### src/hdl/path_repeat_vertex_mode_finder_assert.svh
// assertion macros used by the rtl file prvm_back
// the enclosing module provides i_clk and i_rst_n
`ifndef PATH_REPEAT_VERTEX_MODE_FINDER_ASSERT_SVH
`define PATH_REPEAT_VERTEX_MODE_FINDER_ASSERT_SVH

`ifndef SYNTH

// expression holds at every clock edge out of reset
`define PRVM_ASSERT(label, expr) \
    label: assert property (@(posedge i_clk) disable iff (!i_rst_n) (expr)) \
        else $error("prvm check failed");

// consequent holds in the cycle after the antecedent
`define PRVM_ASSERT_NEXT(label, ante, cons) \
    label: assert property (@(posedge i_clk) disable iff (!i_rst_n) (ante) |=> (cons)) \
        else $error("prvm check failed");

`else

`define PRVM_ASSERT(label, expr)
`define PRVM_ASSERT_NEXT(label, ante, cons)

`endif

`endif

### src/hdl/prvm_pkg.sv
package prvm_pkg;

    // default sizes
    localparam int VERTEX_COUNT_DEF = 256;
    localparam int COUNT_BITS_DEF   = 16;

    // path tag width of the per-vertex bitmap entries
    localparam int EPOCH_BITS = 8;

    // queue between front and back
    localparam int QUEUE_DEPTH = 4;
    localparam int QPTR_BITS   = 2;

    // register indexes and reset values
    localparam logic [7:0]  CFG_COST_THRESHOLD = 8'd0;
    localparam logic [7:0]  CFG_DEPOT_VERTEX   = 8'd1;
    localparam logic [15:0] COST_THRESHOLD_RST = 16'd66;
    localparam logic [7:0]  DEPOT_VERTEX_RST   = 8'd0;

    // largest multiplicity the result can carry
    localparam logic [15:0] BEST_COUNT_MAX = 16'hFFFF;

    typedef struct packed {
        logic [7:0]         vertex;
        logic signed [31:0] path_cost;
        logic               path_end;
        logic               batch_end;
    } t_in_item;

    typedef struct packed {
        logic        found;
        logic [7:0]  best_vertex;
        logic [15:0] best_count;
    } t_out_item;

    // classified item handed from front to back
    typedef struct packed {
        logic [7:0] vertex;
        logic       count_en;
        logic       close;
        logic       batch_end;
    } t_queue_item;

endpackage

### src/hdl/prvm_front.sv
module prvm_front #(
    parameter int VERTEX_COUNT = prvm_pkg::VERTEX_COUNT_DEF
) (
    input  logic                  i_clk,
    input  logic                  i_rst_n,
    input  logic [15:0]           i_cost_threshold,
    input  logic [7:0]            i_depot_vertex,
    input  logic                  i_in_valid,
    output logic                  o_in_ready,
    input  prvm_pkg::t_in_item    i_in_data,
    input  logic                  i_queue_full,
    input  logic                  i_init_busy,
    output logic                  o_push,
    output prvm_pkg::t_queue_item o_push_data
);

    logic r_open;
    logic r_qual;
    logic r_stopped;
    logic n_open;
    logic n_qual;
    logic n_stopped;

    logic signed [32:0] w_cost;
    logic signed [32:0] w_neg_thr;
    logic               w_cost_ok;
    logic               w_qual_now;
    logic               w_active;
    logic               w_is_depot;
    logic               w_in_range;
    logic               w_close;
    logic               w_xfer;

    assign o_in_ready = !i_queue_full && !i_init_busy;
    assign w_xfer     = i_in_valid && o_in_ready;

    // first item of a path decides whether the path counts
    assign w_cost     = {i_in_data.path_cost[31], i_in_data.path_cost};
    assign w_neg_thr  = 33'sd0 - $signed({17'd0, i_cost_threshold});
    assign w_cost_ok  = (w_cost <= w_neg_thr);
    assign w_qual_now = r_open ? r_qual : w_cost_ok;

    // classify the vertex
    assign w_active   = w_qual_now && !r_stopped;
    assign w_is_depot = (i_in_data.vertex == i_depot_vertex);
    assign w_in_range = (32'(i_in_data.vertex) < 32'(VERTEX_COUNT));
    assign w_close    = i_in_data.path_end || i_in_data.batch_end;

    // only items that touch the back are queued
    always_comb begin
        o_push_data.vertex    = i_in_data.vertex;
        o_push_data.count_en  = w_active && !w_is_depot && w_in_range;
        o_push_data.close     = w_close;
        o_push_data.batch_end = i_in_data.batch_end;
        o_push = w_xfer && (o_push_data.count_en || w_close);
    end

    // path tracking
    always_comb begin
        if (w_close) begin
            n_open    = 1'b0;
            n_qual    = 1'b0;
            n_stopped = 1'b0;
        end else begin
            n_open    = 1'b1;
            n_qual    = w_qual_now;
            n_stopped = r_stopped || (w_active && w_is_depot);
        end
    end

    always_ff @(posedge i_clk) begin
        if (!i_rst_n) begin
            r_open    <= 1'b0;
            r_qual    <= 1'b0;
            r_stopped <= 1'b0;
        end else if (w_xfer) begin
            r_open    <= n_open;
            r_qual    <= n_qual;
            r_stopped <= n_stopped;
        end
    end

endmodule

### config.mk
export PLATFORM = sky130hd
export DESIGN_NAME = prvm_front
export DESIGN_NICKNAME = d
export VERILOG_FILES = /design/src/hdl/path_repeat_vertex_mode_finder_assert.svh /design/src/hdl/prvm_pkg.sv /design/src/hdl/prvm_front.sv
export SDC_FILE = /design/constraint.sdc
export NUM_CORES = 1
export LEC_CHECK = 0
export ABC_AREA = 1
export BUFFER_PORTS_ARGS = -buffer_cell sky130_fd_sc_hd__buf_2
export CORE_MARGIN = 8
export CORE_UTILIZATION = 44
export CTS_CLUSTER_SIZE = 16
export DETAILED_ROUTE_END_ITERATION = 10
export MAX_ROUTING_LAYER = met4
export PLACE_DENSITY_LB_ADDON = 0.3
export SYNTH_ARGS = -nofsm -noshare
export SYNTH_HDL_FRONTEND = slang
export SYNTH_SLANG_ARGS = --single-unit
### constraint.sdc
create_clock -name i_clk -period 5.7 [get_ports i_clk]
set_clock_uncertainty 0.05 [all_clocks]
set_input_delay 1.14 -clock i_clk [delete_from_list [all_inputs] [get_ports i_clk]]
set_output_delay 1.14 -clock i_clk [all_outputs]
set_load 0.01 [all_outputs]
# Word level (Yosys, flattened, before mapping)
# Cells that the tools add are included.
# totals
regBits	3
inputBits	71
out_inout_bits	13
word_cells	23
# classes
n_addsub	1
n_lt_le_gt_ge	1
n_eq_ne	1
muxes	4
n_reduce_logical	13
# ops
operator	n
32-bit by 17-bit less-or-equal comparator with 1-bit output	1
1-bit by 16-bit subtractor with 17-bit output, first input constant	1
8-bit == test	1
1-bit logical AND	6
1-bit logical NOT	4
1-bit 2-to-1 mux	4
1-bit logical OR	3

# Longest topological paths before layout
# Gate-level depths: netlist (run 1).
# logic_depth
word_depth	7
mapped_depth	22
ltp_nobuf	22

# Least setup slack after synthesis (run 1)
# OpenSTA, ideal clock, no wires.
# synth_path
path_kind	in2out
from	input i_cost_threshold[0]
to	output o_push
arrival_ns	3.993
required_ns	4.510
slack_ns	0.517
cell_stages	18
path_buffers	0
path_cell_list	inv_1 > ha_1 > nand2_1 > nor4_4 > nand4_2 > nor2_2 > nand3_2 > or2_1 > nor2_2 > ha_1 > a21oi_1 > o21a_1 > nand2_1 > a21oi_1 > nand3_1 > nand3_1 > nand3_1 > o21ai_0
# synth_via
elab_chain_len	7
# synth_rtl
item	line_no	source
start: declaration	prvm_front.sv:6	input logic [15:0] i_cost_threshold,
1-bit by 16-bit subtractor with 17-bit output	prvm_front.sv:39	assign w_neg_thr = 33'sd0 - $signed({17'd0, i_cost_threshold});
32-bit by 17-bit less-or-equal comparator with 1-bit output	prvm_front.sv:40	assign w_cost_ok = (w_cost <= w_neg_thr);
1-bit 2-to-1 mux	prvm_front.sv:41	assign w_qual_now = r_open ? r_qual : w_cost_ok;
1-bit logical AND	prvm_front.sv:44	assign w_active = w_qual_now && !r_stopped;
1-bit logical AND	prvm_front.sv:52	o_push_data.count_en = w_active && !w_is_depot && w_in_range;
1-bit logical OR	prvm_front.sv:55	o_push = w_xfer && (o_push_data.count_en || w_close);
1-bit logical AND	prvm_front.sv:55	
end: declaration	prvm_front.sv:13	output logic o_push,
# No other way between the ends.

# Worst setup path in the final report (run 1)
# Same ends and word-level chain as after synthesis.

==> impl_metrics.ini, run 1 <==
[run_status]
status = finished, final reports clean

[floorplan]
die_area_um2 = 5260
rows = 20
initial_utilization_pct = 46.0
core-area_um2 = 3050
die_h_um = 72.5
num_io_pins = 84
die_w_um = 72.5

[finish]
area_growth_pct = 35.8
diodes = 0
multi_input_area_um2 = 1210
seq_area_um2 = 60.1
nets = 397
drive_gt1_share_pct = 37.3
instances_no_fill = 336
fillers = 323

[worst_hold_path]
min_path_type = flop to flop

[critical_path]
max_stage_delay_ns = 0.30
critPathCaptureType = primary output
r2r_cells = 4
r2r_slack_ns = 4.70
crit_chain = buf_2, inv_1, ha_1, nand2_2, nor4_4, nand4_2, nor2_4, nand3_2, or2_1, nor2_4, buf_6, ha_1, nand2_1, nand2_1, nand2_1, nand2_1, nand2_1, nand2_1, a21oi_2, nand3_1, nand3_2, nand3_1, o21ai_1, buf_2
r2r_end = r_stopped
crit_path_frequent_cell = nand2_1
crit_end = o_push
crit_required_ns = 4.51
critPathArrivalTime_ns = 4.14
crit_path_start_kind = input pin
cp_slowest_cell = nor4_4
cp-startpoint = i_cost_threshold[0]
worstReg2RegStart = r_open
crit_type = input pin to primary output
path_max_fanout = 8

[synthesis]
synthesis.area_um2 = 1410
yosysWarnings = 0
synth_top_area_cell = ha_1
synth_top_area_share_pct = 29.4
synthDistinctLibCells = 27
synth_area_per_cell_um2 = 6.66
ys_ff_latch = 3
synth_nets = 315
synth_area_leaders = ha_1, nand2_1, xor2_1
ys_seq_area_share_pct = 4.27
syn_inst = 211

[global_route]
grt_pass1_wl_um = 5730
grt_max_degree = 17
grt_pass1_vias = 1580
antenna_found_initial = 0
grt_usage_pct = 12.8
gr-total-overflow = 0

[clock_network]
cts_buffer_depth = 2
cts_sinks = 3
hold_buffers = 0
cts_buffers = 3
root_buffer = clkbuf_4
cts_tree = yes
htree_levels = 1
path_clk_slew_ns = 0.03
clk_latency_ns = 0.22

[timing]
min_period_ns = 5.33
tns_ns = 0
whs_ns = 0.416
tightest_slew_ns = 0.381
finalSetupViolCount = 0
final_max_slew_viol_count = 0
fin_crit_sh_pct = 93.6
rsz0062_at_grt = no
slew_headroom_pct = 74.4
hold_viol_final = 0
max_freq_mhz = 187

[route]
ant_nets = 0
drcViolationCount = 0
drt-initial-drc-count = 50
wl_per_cell_um = 10.4
vias_per_cell = 4.57
first_pass_iters = 4
via_count = 1536
drt_wl_total_um = 3490

[pwr]
vdd_drop_max_uv = 103
p_leak_uw = 0.00112
power_density_nw_per_um2 = 78.6

[place]
place_congestion = 0.797
placedCellCount = 329
dp_hpwl_um = 3150
port_buffers = 83

[flow_run]
max-cap-violations = 0
timing repair:
action / CTS / global route
resized for setup: 0 / 14
setup endpoints to repair: 0 / 1
setup buffers: 0 / 2
cells in the mapped netlist (all sizes together):
library cell  instances
nand2                51
ha                   33
inv                  27
nor2                 20
a21oi                17
xor2                 13
buf                  10
nand3                 7
xnor2                 6
nand4                 5
o21ai                 4
or2                   4
dfxtp                 3
nor3                  3
nand3b                2
nor4                  2
o21a                  2
a211oi                1
a21o                  1
critical path: cells and delay by family:
kind / cells / cell delay [ns]
and+or+nand+nor: 16 / 1.81
buffers and inverters: 4 / 0.49
adders and majority gates: 2 / 0.42
AOI/OAI and AO/OA: 2 / 0.26
metrics by stage:
step           setup WS [ns]  instance area [µm²]  util, %  power [µW]
2_1_floorplan          0.517                 1410        -        76.7
3_3_place_gp           0.362                 1810     59.2         113
3_5_place_dp           0.284                 1810     59.2         115
4_1_cts                0.274                 1830     60.1         151
5_1_grt               0.0371                 1910     62.5         167
6_report               0.366                 1910     62.5         150
layout by cell type (no fill, tap or decap), types with 3 or more instances in the layout:
master    netlist  layout
nand2_1        51      50
nor2_1         16      15
nand4_1         4       4
ha_1           33      32
o21ai_0         4       3
xor2_1         13      13
dfxtp_1         3       3
a21oi_2         0       3
nor2_2          4       3
clkbuf_4        0       3
buf_2           0      83
nand3_1         6       5
xnor2_1         6       6
inv_1          27      27
a21oi_1        17      14
cell families (layout without fill, tap and decap cells):
family,count (synthesis),count (layout),synth area share [%]
xor gates and xnor gates,19,19,11.8
DFF,3,3,4.27
adders and majority gates,33,33,29.4
AOI/OAI and AO/OA,25,25,9.62
buffers and inverters,37,118,12.6
and+or+nand+nor,94,94,32.3
per-layer routing:
metal	wire, µm	part of all wire (%)	track usage, %	vias to the layer above
li1	-	-	-	845
met1	1660	47	14.8	634
met2	1610	46	23.0	55
met3	216	6.2	2.62	2
met4	10	0.29	1.11	0
met5	0	0	-	-
how the worst min path moves through the flow:
stage	end	slack, ns	cells after the start	from
2_1_floorplan	r_qual	0.39	2	r_qual
3_3_place_gp	r_qual	0.41	2	r_qual
3_5_place_dp	r_qual	0.41	2	r_qual
4_1_cts	r_qual	0.42	2	r_qual
5_1_grt	r_qual	0.45	2	r_qual
6_report	r_qual	0.42	2	r_qual
flip-flops by register name, indices dropped and copies added, names as in the netlist:
register and cells:
r_open 1, r_qual 1, r_stopped 1
power by group:
part	switching, µW	leakage, µW	total [µW]	internal, µW
clock network	9.22	0.0000150	35.3	26.1
registers	0.273	0.0000243	21.9	21.6
logic	46.9	0.00108	92.8	45.9
total	56.4	0.00112	150	93.6
final cells by class:
cell class / instances / share of cell area [%]
clock buffer: 4 / 1.38
sequential: 3 / 3.15
timing repair buffer: 87 / 23.7
multi-input combinational: 171 / 63.5
inverter: 27 / 5.31
tap: 44 / 2.89
Power figures use the tool's default switching activity.
==> inputs of run 2 (changes only) <==
--- a/config.mk
+++ b/config.mk
@@ -8,7 +8,7 @@
 export ABC_AREA = 1
 export BUFFER_PORTS_ARGS = -buffer_cell sky130_fd_sc_hd__buf_2
 export CORE_MARGIN = 8
-export CORE_UTILIZATION = 44
+export CORE_UTILIZATION = 40
 export CTS_CLUSTER_SIZE = 16
 export DETAILED_ROUTE_END_ITERATION = 10
 export MAX_ROUTING_LAYER = met4
==> constraint.sdc (replaced) <==
create_clock -name i_clk -period 4.85 [get_ports i_clk]
set_clock_uncertainty 0.05 [all_clocks]
set_input_delay 0.97 -clock i_clk [delete_from_list [all_inputs] [get_ports i_clk]]
set_output_delay 0.97 -clock i_clk [all_outputs]
set_load 0.01 [all_outputs]
==> impl_metrics.ini, run 2 (synthesized netlist as in run 1, its figures left out) <==
[global_route]
antenna_found_initial = 0
grt_pass1_wl_um = 6530
gr-total-overflow = 0
grt_max_degree = 9
grt_usage_pct = 14.4
grt_pass1_vias = 1718

[route]
wl_per_cell_um = 11.8
via_count = 1657
ant_nets = 0
topRoutingLayerUsed = met4
wl_met3_um = 225
first_pass_iters = 4
drt-met1-wl_um = 1760
drt-initial-drc-count = 42
drcViolationCount = 0
drt_wl_total_um = 4190
met2_length_um = 2200
vias_per_cell = 4.68

[pwr]
power_frac_comb_pct = 64.8
p_sw_share_pct = 39.5
power.net_switching_uw = 79.5
power_density_nw_per_um2 = 89.2
p_leak_uw = 0.00123
clkPwrFrac_pct = 22.5
seqPwrFrac_pct = 12.7
vdd_drop_max_uv = 113
p_total_uw = 202
p_int_uw = 122

[worst_hold_path]
hold_depth = 2
min_path_type = flop to flop

[floorplan]
die_w_um = 75.3
initial_utilization_pct = 41.8
die_area_um2 = 5670
rows = 21
num_io_pins = 84
die_h_um = 75.3
core-area_um2 = 3360

[finish]
final_cell_mix = buf_2, nand2_1, inv_1, ha_1, buf_4
largestRegisters = r_open x1, r_qual x1, r_stopped x1
area_growth_pct = 60.8
nets = 413
fin_area_um2 = 2260
mostFrequentLayoutCell = buf_2
instances_no_fill = 354
multi_input_area_um2 = 1390
fillers = 308
seq_area_um2 = 60.1
diodes = 0
drive_gt1_share_pct = 49.4

[timing]
whs_ns = 0.416
final_max_slew_viol_count = 0
fin_crit_sh_pct = 98.6
rsz0062_at_grt = yes
tightest_slew_ns = 0.381
max_freq_mhz = 209
hold_viol_final = 0
slew_headroom_pct = 74.4
min_period_ns = 4.78
finalSetupViolCount = 0

[clock_network]
cts_sinks = 3
htree_levels = 1
cts_buffer_depth = 2
path_clk_slew_ns = 0.04
cts_buffers = 3
cts_tree = yes
clk_latency_ns = 0.23
root_buffer = clkbuf_4

[place]
placedCellCount = 340
dp_hpwl_um = 3290
port_buffers = 83
place_congestion = 0.800
placed_area_um2 = 1890

[critical_path]
critPathCaptureType = primary output
crit_path_start_kind = input pin
path_max_fanout = 8
critPathArrivalTime_ns = 3.76
r2r_cells = 4
crit_required_ns = 3.83
crit_type = input pin to primary output

[run_status]
status = finished, final reports clean

[flow_run]
max-cap-violations = 0
[run 2: changes by cell type in the layout (fill, tap and decap cells not counted), moves of 5 or more]
cell	before	now
buf_4	2	18
ha_1	32	24
nand2_2	1	6
nand2_1	50	44
ha_4	1	9
[run 2: layout make-up]
type                            instances  share of cell area, %
Clock buffer                            4                   1.16
Tap cell                               46                   2.55
Timing Repair Buffer                  103                   27.6
Sequential cell                         3                   2.66
Inverter                               27                   4.49
Multi-Input combinational cell        171                   61.6
[run 2: worst max-delay path: stages]
cell	delay (ns)
buf_6	0.09
or2_4	0.26
nor4_4	0.26
nand4_2	0.16
nor2_4	0.13
nand3_2	0.08
or2_4	0.25
nor2_4	0.17
buf_12	0.18
ha_4	0.21
a21oi_2	0.11
o21a_1	0.14
nand2_1	0.07
a21oi_2	0.16
nand3_2	0.09
nand3_2	0.09
nand3_2	0.07
o21ai_1	0.11
buf_2	0.14
[run 2: final timing paths]
| kind | startpoint | endpoint | slack (ns) |
|---|---|---|---|
| setup / recovery | i_cost_threshold[6] | o_push | 0.07 |
| hold / removal | r_stopped | r_stopped | 0.42 |
| setup reg to reg | r_open | r_stopped | 3.85 |
| hold reg to reg | r_stopped | r_stopped | 0.42 |
[run 2: what timing repair did]
action	CTS	global route
buffers inserted	2	7
hold buffers	0	0
pin swaps	23	28
hold endpoints to repair	0	0
setup endpoints to repair	1	2
cloned	1	0
resized for setup	28	22
[run 2: power groups by stage]
stage,Combinational [µW],Sequential [µW],Clock (µW)
floorplan,64.2,25.9,0
global placement,112,25.9,0
finish,131,25.6,45.4
global route,148,25.6,49.5
detailed placement,115,26.0,0
CTS,124,25.6,47.0
[run 2: per-layer routing]
metal | GRT usage, % | up-vias
met2 | 27.4 | 55
met4 | 3.20 | 0
met1 | 15.6 | 720
met3 | 1.46 | 2
li1 | - | 880
met5 | - | -
[run 2: metrics by stage]
step	worst slack, ns	utilization, %	TNS, ns
2_1_floorplan	0.00667	-	0
3_3_place_gp	-0.0315	56.2	-0.0315
3_5_place_dp	-0.0656	56.2	-0.0656
4_1_cts	0.00176	63.0	0
5_1_grt	-0.200	67.2	-0.381
6_report	0.0702	67.2	0
