==> src/hdl/path_repeat_vertex_mode_finder_assert.svh <==
// assertion macros used by the rtl file prvm_back
// the enclosing module provides i_clk and i_rst_n
`ifndef PATH_REPEAT_VERTEX_MODE_FINDER_ASSERT_SVH
`define PATH_REPEAT_VERTEX_MODE_FINDER_ASSERT_SVH

`ifndef SYNTH

// expression holds at every clock edge out of reset
`define PRVM_ASSERT(label, expr) \
    label: assert property (@(posedge i_clk) disable iff (!i_rst_n) (expr)) \
        else $error("prvm check failed");

// consequent holds in the cycle after the antecedent
`define PRVM_ASSERT_NEXT(label, ante, cons) \
    label: assert property (@(posedge i_clk) disable iff (!i_rst_n) (ante) |=> (cons)) \
        else $error("prvm check failed");

`else

`define PRVM_ASSERT(label, expr)
`define PRVM_ASSERT_NEXT(label, ante, cons)

`endif

`endif

==> src/hdl/prvm_pkg.sv <==
package prvm_pkg;

    // default sizes
    localparam int VERTEX_COUNT_DEF = 256;
    localparam int COUNT_BITS_DEF   = 16;

    // path tag width of the per-vertex bitmap entries
    localparam int EPOCH_BITS = 8;

    // queue between front and back
    localparam int QUEUE_DEPTH = 4;
    localparam int QPTR_BITS   = 2;

    // register indexes and reset values
    localparam logic [7:0]  CFG_COST_THRESHOLD = 8'd0;
    localparam logic [7:0]  CFG_DEPOT_VERTEX   = 8'd1;
    localparam logic [15:0] COST_THRESHOLD_RST = 16'd66;
    localparam logic [7:0]  DEPOT_VERTEX_RST   = 8'd0;

    // largest multiplicity the result can carry
    localparam logic [15:0] BEST_COUNT_MAX = 16'hFFFF;

    typedef struct packed {
        logic [7:0]         vertex;
        logic signed [31:0] path_cost;
        logic               path_end;
        logic               batch_end;
    } t_in_item;

    typedef struct packed {
        logic        found;
        logic [7:0]  best_vertex;
        logic [15:0] best_count;
    } t_out_item;

    // classified item handed from front to back
    typedef struct packed {
        logic [7:0] vertex;
        logic       count_en;
        logic       close;
        logic       batch_end;
    } t_queue_item;

endpackage

==> src/hdl/prvm_queue.sv <==
module prvm_queue (
    input  logic                  i_clk,
    input  logic                  i_rst_n,
    input  logic                  i_push,
    input  prvm_pkg::t_queue_item i_data,
    output logic                  o_full,
    output logic                  o_valid,
    input  logic                  i_pop,
    output prvm_pkg::t_queue_item o_data
);

    prvm_pkg::t_queue_item r_buf [prvm_pkg::QUEUE_DEPTH];
    logic [prvm_pkg::QPTR_BITS-1:0] r_wr_ptr;
    logic [prvm_pkg::QPTR_BITS-1:0] r_rd_ptr;
    logic [prvm_pkg::QPTR_BITS:0]   r_fill;

    assign o_full  = (r_fill == (prvm_pkg::QPTR_BITS+1)'(prvm_pkg::QUEUE_DEPTH));
    assign o_valid = (r_fill != '0);
    assign o_data  = r_buf[r_rd_ptr];

    // pointers and fill count
    always_ff @(posedge i_clk) begin
        if (!i_rst_n) begin
            r_wr_ptr <= '0;
            r_rd_ptr <= '0;
            r_fill   <= '0;
        end else begin
            if (i_push) begin
                r_wr_ptr <= r_wr_ptr + 1'b1;
            end
            if (i_pop) begin
                r_rd_ptr <= r_rd_ptr + 1'b1;
            end
            if (i_push && !i_pop) begin
                r_fill <= r_fill + 1'b1;
            end else if (!i_push && i_pop) begin
                r_fill <= r_fill - 1'b1;
            end
        end
    end

    // storage
    always_ff @(posedge i_clk) begin
        if (i_push) begin
            r_buf[r_wr_ptr] <= i_data;
        end
    end

endmodule

==> config.mk <==
export PLATFORM = sky130hd
export DESIGN_NAME = prvm_queue
export DESIGN_NICKNAME = d
export VERILOG_FILES = /design/src/hdl/path_repeat_vertex_mode_finder_assert.svh /design/src/hdl/prvm_pkg.sv /design/src/hdl/prvm_queue.sv
export SDC_FILE = /design/constraint.sdc
export NUM_CORES = 1
export LEC_CHECK = 0
export BUFFER_PORTS_ARGS = -buffer_cell sky130_fd_sc_hd__buf_2
export CELL_PAD_IN_SITES_DETAIL_PLACEMENT = 0
export CELL_PAD_IN_SITES_GLOBAL_PLACEMENT = 1
export CORE_ASPECT_RATIO = 1.25
export CORE_MARGIN = 8
export CORE_UTILIZATION = 54
export CTS_BUF_LIST = sky130_fd_sc_hd__clkbuf_4 sky130_fd_sc_hd__clkbuf_8
export DETAILED_ROUTE_END_ITERATION = 7
export GPL_TIMING_DRIVEN = 0
export PLACE_DENSITY = 0.91
export SYNTH_ARGS = -nofsm -noshare
export SYNTH_HDL_FRONTEND = slang
export SYNTH_SLANG_ARGS = --single-unit
==> constraint.sdc <==
create_clock -name i_clk -period 2.85 [get_ports i_clk]
set_clock_uncertainty 0.15 [all_clocks]
set_input_delay 0.285 -clock i_clk [delete_from_list [all_inputs] [get_ports i_clk]]
set_output_delay 0.285 -clock i_clk [all_outputs]
set_load 0.01 [all_outputs]
# After elaboration in Yosys (flattened, before gate mapping)
# Memory sizes are Yosys's and may differ from the RTL's. A register that Yosys moved wholly into a read port is not among the register bits.
# Index checks and enable logic that the tools add are counted.
# totals
register_bits,7
ram_bits,44
inputBits,15
out_inout_bits,13
wordCells,21
mem_count,1
# memory_table
memory,words,word_bits,read_ports,rd_ports_with_merged_regs,wr,line,source
r_buf,4,11,1,1,1,prvm_queue.sv:12,prvm_pkg::t_queue_item r_buf [prvm_pkg::QUEUE_DEPTH];
# op_classes
n_addsub,4
eq_ne,1
muxes,6
reduce_logical,6
# op_table
operator,n
$mux 3,2
$add 2x1->2 const B,2
$mux 2,2
$add 3x1->3 const B,1
$eq 3x3->1 const B,1
$reduce_bool 3->1,1
$sub 3x1->3 const B,1
$logic_and 1x1->1,2
$logic_not 1->1,2
$mux 1,2
$reduce_bool 2->1,1

# Longest topological paths before layout
# Gate-level depths: netlist of run 1.
# logic_depth
word_depth,4
depth_mapped,7
depth_no_buf,7

# Worst setup path after synthesis of run 1
# OpenSTA, ideal clock, no wires.
# synth_timing
path_kind,in2reg
from,in i_pop
to,reg r_fill[2] (netlist name)
setup_time_ps,76
arrival_time_ps,1486
t_required_ps,2624
path_slack_ps,1138
stages,7
path_cell_list,inv_1 -> ha_1 -> inv_1 -> fa_1 -> xor2_1 -> or3_1 -> a21boi_0
# synth_via
elab_chain_cells,3
elab_cells_between_ends,5
# synth_lines
element,line,source
start: declaration,prvm_queue.sv:8,"input logic i_pop,"
$logic_not 1->1,prvm_queue.sv:34,if (i_push && !i_pop) begin
$logic_and 1x1->1,prvm_queue.sv:34,
$mux 3 / $reduce_bool 2->1 (equally long branches),n/a,
end signal: assignment,prvm_queue.sv:35,r_fill <= r_fill + 1'b1;
end signal: assignment,prvm_queue.sv:37,r_fill <= r_fill - 1'b1;
end: declaration,prvm_queue.sv:15,logic [prvm_pkg::QPTR_BITS:0] r_fill;
# Several ways; a longest one is shown, not always the timed one.
# A chain may end at the register's enable or synchronous reset.

==> impl_metrics.json, run 1 <==
{
  "max-cap-violations": 0,
  "synthDominantCellAreaShare_pct": 64.9,
  "synth_nets": 121,
  "drt_first_pass_iters": 4,
  "arrival_ps": 1530,
  "grt_max_degree": 16,
  "worstRegToRegCells": 4,
  "synth_top_area_cell": "edfxtp_1",
  "finalHoldViolCount": 0,
  "met1_usage_pct": 12.2,
  "start_util_pct": 55.2,
  "grt_pass1_wl_um": 5110,
  "grt_use_met3_pct": 4.41,
  "post_drt_via_cell_ratio": 5.53,
  "post-place-ws_ps": 880,
  "die_h_um": 84.6,
  "reg2reg_from": "r_fill[0]",
  "min_period_ps": 1970,
  "antenna_found_initial": 0,
  "wire_per_inst_um": 18.0,
  "cts_resized": 0,
  "status": "finished clean",
  "worstMarginPinSlew_ps": 578,
  "synth_most_common_cell": "edfxtp_1",
  "cp-endpoint": "o_data[3]",
  "cts_setup_buffers": 0,
  "power_density_nw_per_um2": 680,
  "cts_tree": "done",
  "die_w_um": 70.9,
  "vias": 968,
  "fin_ws_ps": 880,
  "syn_area_um2": 2040,
  "r2r_end": "r_fill[2]",
  "synth-seq-cells": 53,
  "path_clk_slew_ps": 80,
  "end_kind": "output pin",
  "clock.fmax_mhz": 508,
  "drv_slew": 0,
  "relSlewSlack_pct": 61.5,
  "ioPinCount": 28,
  "drt_iter0_drc": 32,
  "synth_edf_count": 44,
  "rows": 25,
  "grt-busiest-layer": "met2",
  "post-dp-hpwl_um": 2250,
  "route.detailed.drc": 0,
  "hold_class": "input pin to flop",
  "setup_violations": 0,
  "rsz0062_at_grt": "no",
  "cp_max_fo": 10,
  "reg2reg_setup_slack_ps": 1170,
  "synthTopCellsByArea": "edfxtp_1 (65%), mux4_2 (11%), dfxtp_1 (8.9%), ha_1 (3.1%), and2_1 (2.8%)",
  "grt_pass1_vias": 1069,
  "async_reset_ff_share_pct": 0,
  "grt.overflow.total": 0,
  "tns_ps": 0,
  "final_antenna_net_count": 0,
  "vdd_drop_max_uv": 347,
  "cts_sinks": 53,
  "use_met2_pct": 18.7,
  "htreeDepth": 2,
  "synth_commonest_cells": "edfxtp_1 (44), mux4_2 (10), and2_1 (9), dfxtp_1 (9), ha_1 (5)",
  "startpoint_type": "flop",
  "ys_seq_area_share_pct": 73.8,
  "synthCells": 100,
  "insertion_delay_ps": 290,
  "clock_path_buffers": 2,
  "path_class": "flop to output pin",
  "synthFlopType": "edfxtp_1",
  "worstPathRequired_ps": 2410,
  "port-buffer-count": 27,
  "fp.dieArea_um2": 6000,
  "p_leak_nw": 0.848,
  "gp_congestion": 0.676,
  "antennaDiodeCount": 0,
  "synth_cell_types": 19,
  "nFillCells": 265,
  "core_um2": 3690,
  "cts-root-buf": "clkbuf_8",
  "drive_gt1_share_pct": 34.1,
  "nets": 155,
  "cts_hold_buf": 0,
  "yosys_warnings": 0,
  "track_usage_pct": 11.6,
  "syn_avg_cell_area_um2": 20.4,
  "drt-total-wl_um": 3140,
  "min_period_over_period_pct": 69.1,
  "syn_to_final_growth_pct": 14.5,
  "cts_buffers": 5
}
## power breakdown
part           internal (mW)  switching (mW)  leakage, nW  total, mW
clock network          0.269           0.218       0.0563      0.487
registers              0.885          0.0214        0.479      0.906
logic                 0.0949          0.0957        0.313      0.191
total                   1.25           0.335        0.848       1.58
## per-stage QoR
| step | util (%) | hold WS, ps | cell area [um^2] | total power, mW | cells |
|---|---|---|---|---|---|
| global placement | 60.2 | 332 | 2220 | 1.11 | 167 |
| global route | 63.2 | 28.9 | 2330 | 1.65 | 175 |
| finish | 63.2 | 48.8 | 2330 | 1.58 | 175 |
| CTS | 63.2 | 35.8 | 2330 | 1.60 | 175 |
| floorplan | - | 234 | 2040 | 1.04 | 100 |
| detailed placement | 60.2 | 354 | 2220 | 1.12 | 167 |
## worst min-delay path by stage
stage / start / endpoint / slack, ps / depth (start not counted)
final: i_data[2] / r_buf[1][2] / 50 / 1
after global routing: i_data[5] / r_buf[3][5] / 30 / 1
after CTS: i_data[5] / r_buf[3][5] / 40 / 1
after detailed placement: i_data[6] / r_buf[3][6] / 350 / 1
after global placement: r_fill[2] / r_fill[2] / 330 / 2
after floorplan: i_data[0] / r_buf[0][0] / 230 / 0
## layer usage
metal  part of all wire [%]  vias to the layer above
met1                     40                      474
met4                    2.5                        0
met5                      0                        -
met3                    5.9                        7
li1                       -                      452
met2                     52                       35
## critical path, cell delays in order (launching register included)
cell	delay [ps]
dfxtp_1	360
buf_6	200
mux4_2	520
buf_2	160
## cells in the final DEF (no fill, tap or decap), types with 2 or more instances in the layout
master    Yosys  layout
edfxtp_1     44      44
nor2b_1       2       2
or3_1         2       2
dfxtp_1       9       9
mux4_2       10      10
inv_1         4       4
buf_2         1      28
and2_1        9       9
ha_1          5       5
mux2i_1       2       2
xor2_1        3       3
xnor2_1       2       2
clkbuf_8      0       5
## sequential cells by signal, indices dropped and copies added (netlist names), named ones only
register and flops:
r_fill 3, r_wr_ptr 2, r_rd_ptr 2, r_buf 44
## area by class of cell
class                   instances  area [um^2]  share of cell area, %
inverters                       4         15.0                  0.644
multi-input cells              41          503                   21.6
plain buffers                   2         16.3                  0.698
repair buffers                 27          135                   5.80
well taps                      40         50.0                   2.15
clock buffers                   6         76.3                   3.27
clock inverters                 2         33.8                   1.45
flip-flops and latches         53         1500                   64.4
## cells by family (layout without fill, tap and decap cells)
group / after synthesis / count (layout) / synth area share [%]
multiplexers: 13 / 13 / 13.3
AND/OR/NAND/NOR: 15 / 15 / 4.55
AO/OA/AOI/OAI: 2 / 2 / 0.615
adder cells (fa/ha/maj): 6 / 6 / 4.06
XOR/XNOR: 5 / 5 / 2.15
buffers and inverters: 6 / 41 / 1.54
flip-flops: 53 / 53 / 73.8
No activity file was read; power rests on OpenSTA's default activity.
==> run 2, diff against run 1 <==
--- a/config.mk
+++ b/config.mk
@@ -10,11 +10,11 @@
 export CELL_PAD_IN_SITES_GLOBAL_PLACEMENT = 1
 export CORE_ASPECT_RATIO = 1.25
 export CORE_MARGIN = 8
-export CORE_UTILIZATION = 54
+export CORE_UTILIZATION = 46
 export CTS_BUF_LIST = sky130_fd_sc_hd__clkbuf_4 sky130_fd_sc_hd__clkbuf_8
 export DETAILED_ROUTE_END_ITERATION = 7
 export GPL_TIMING_DRIVEN = 0
-export PLACE_DENSITY = 0.91
+export PLACE_DENSITY = 0.83
 export SYNTH_ARGS = -nofsm -noshare
 export SYNTH_HDL_FRONTEND = slang
 export SYNTH_SLANG_ARGS = --single-unit
==> constraint.sdc (replaced) <==
create_clock -name i_clk -period 1.6 [get_ports i_clk]
set_clock_uncertainty 0.15 [all_clocks]
set_input_delay 0.16 -clock i_clk [delete_from_list [all_inputs] [get_ports i_clk]]
set_output_delay 0.16 -clock i_clk [all_outputs]
set_load 0.01 [all_outputs]
==> run 2 against run 1 <==
The flow now finishes with violations (setup timing). Sequential power up 79%. Combinational power grew 120%. Core utilization decreased by 4.4 points. Clock power grew 50%. Register-to-register slack lost 1100 ps. Die area increased by 14%. Worst hold slack got worse by 41 ps. Power up 75%. Critical path type unchanged. Critical endpoint is now o_data[1]. Largest cell class unchanged.
==> impl_metrics.json, run 2 (synthesis results as in run 1) <==
{
  "fin_ws_ps": -206,
  "crit_buf_inv": 2,
  "worstPathRequired_ps": 1290,
  "fp.dieArea_um2": 6820,
  "rows": 27,
  "arrival_ps": 1500,
  "final_util_pct": 58.8,
  "min_period_over_period_pct": 113,
  "drive_gt1_share_pct": 39.6,
  "cts_tree": "done",
  "power_frac_comb_pct": 15.2,
  "cts_buffers": 5,
  "clock.fmax_mhz": 554,
  "wire_per_inst_um": 15.9,
  "ioPinCount": 28,
  "port-buffer-count": 27,
  "cp_cell_sequence": "buf_8 -> mux4_2 -> buf_6",
  "worstMarginPinSlew_ps": 313,
  "htreeDepth": 2,
  "startpoint_type": "flop",
  "post_drt_via_cell_ratio": 4.91,
  "end_kind": "output pin",
  "vias": 1017,
  "syn_to_final_growth_pct": 24.8,
  "nets": 169,
  "grt.overflow.total": 0,
  "drv_slew": 0,
  "gp_congestion": 0.668,
  "violations": "setup timing",
  "max-cap-violations": 0,
  "setup_violations": 11,
  "cts-root-buf": "clkbuf_8",
  "power_density_nw_per_um2": 1090,
  "largest_registers": "r_buf x44, r_fill x3",
  "post-place-ws_ps": -291,
  "drt_first_pass_iters": 4,
  "antennaDiodeCount": 0,
  "pwr-share-clk_pct": 26.4,
  "finalHoldViolCount": 0,
  "crit_family": "multiplexers",
  "p_seq_share_pct": 58.5,
  "max_stage_delay_ps": 520,
  "largest_reg_flops": 44,
  "drt-total-wl_um": 3290,
  "status": "finished with violations",
  "rsz0062_at_grt": "yes",
  "path_class": "flop to output pin",
  "track_usage_pct": 10.4,
  "cp_max_fo": 5,
  "antenna_found_initial": 0,
  "switching_share_pct": 22.0,
  "die_w_um": 75.5,
  "largest_register": "r_buf",
  "drt_iter0_drc": 91,
  "route.detailed.drc": 0,
  "internal_power_mw": 2.16,
  "grt_pass1_wl_um": 5190,
  "start_util_pct": 47.1,
  "grt_max_degree": 16,
  "final_cell_mix": "edfxtp_1 (44), buf_2 (22), mux4_2 (11), dlygate4sd3_1 (11)",
  "vdd_drop_max_uv": 604,
  "netSwitchingPower_uw": 610,
  "post-dp-hpwl_um": 2260,
  "grt_pass1_vias": 1072,
  "core_um2": 4320,
  "die_h_um": 90.4,
  "cts_sinks": 53,
  "critPathSlowestCell": "mux4_2",
  "insertion_delay_ps": 300,
  "relSlewSlack_pct": 79.1,
  "tns_ps": -2000,
  "path_clk_slew_ps": 80,
  "clock_path_buffers": 2,
  "hold_class": "input pin to flop",
  "p_leak_nw": 0.920,
  "final_common_cell": "edfxtp_1",
  "final_antenna_net_count": 0,
  "min_period_ps": 1810
}
-- run 2: final timing paths --
path / startpoint / to / slack, ps / cells past startpoint
setup / recovery: flop / o_data[1] / -210 / 3
hold / removal: i_rst_n / flop / 7 / 2
setup reg to reg: r_fill[1] / r_fill[2] / 70 / 4
hold reg to reg: r_fill[2] / r_fill[2] / 360 / 2
-- run 2: routing by layer --
layer,track usage (%),vias to the layer above,wire [um]
li1,-,480,-
met1,11.6,501,1290
met2,17.0,29,1710
met3,3.56,7,218
met4,4.82,0,60
met5,0,-,0
-- run 2: through the flow --
step | std cells | area [um^2] | hold WS [ps] | power [mW]
6_report | 207 | 2540 | 7.38 | 2.77
5_1_grt | 207 | 2540 | 27.5 | 2.88
4_1_cts | 206 | 2520 | 5.74 | 2.78
3_5_place_dp | 185 | 2240 | 227 | 1.99
3_3_place_gp | 185 | 2240 | 219 | 1.97
2_1_floorplan | 100 | 2040 | 109 | 1.86
-- run 2: power by group through the flow --
| stage | clock network (mW) | registers, mW | logic [mW] |
|---|---|---|---|
| after floorplan | 0 | 1.63 | 0.222 |
| after global placement | 0 | 1.64 | 0.332 |
| after detailed placement | 0 | 1.65 | 0.346 |
| after CTS | 0.750 | 1.62 | 0.413 |
| after global routing | 0.791 | 1.63 | 0.459 |
| final | 0.731 | 1.62 | 0.421 |
-- run 2: cell type report --
class / count / area [um^2]
clock buffer: 7 / 83.8
timing repair buffer: 41 / 325
multi-input combinational: 41 / 507
sequential: 53 / 1510
inverter: 4 / 15.0
clock inverter: 1 / 7.51
tap: 58 / 72.6
buffer: 2 / 20.0
fill: 355 / 1780
-- run 2: worst reg2reg max path, stage by stage, from the launching register on --
cell	delay (ps)
dfxtp_2	350
fa_2	350
xor2_1	160
or3_1	310
a21boi_1	150
-- run 2: timing repair --
item / 4_1_cts / 5_1_grt
gates cloned: 1 / 0
buffers inserted: 1 / 1
pin swaps: 1 / 3
endpoints found under the setup margin: 32 / 12
hold buffers: 11 / 0
resized for setup: 16 / 4
hold endpoints to repair: 44 / 0
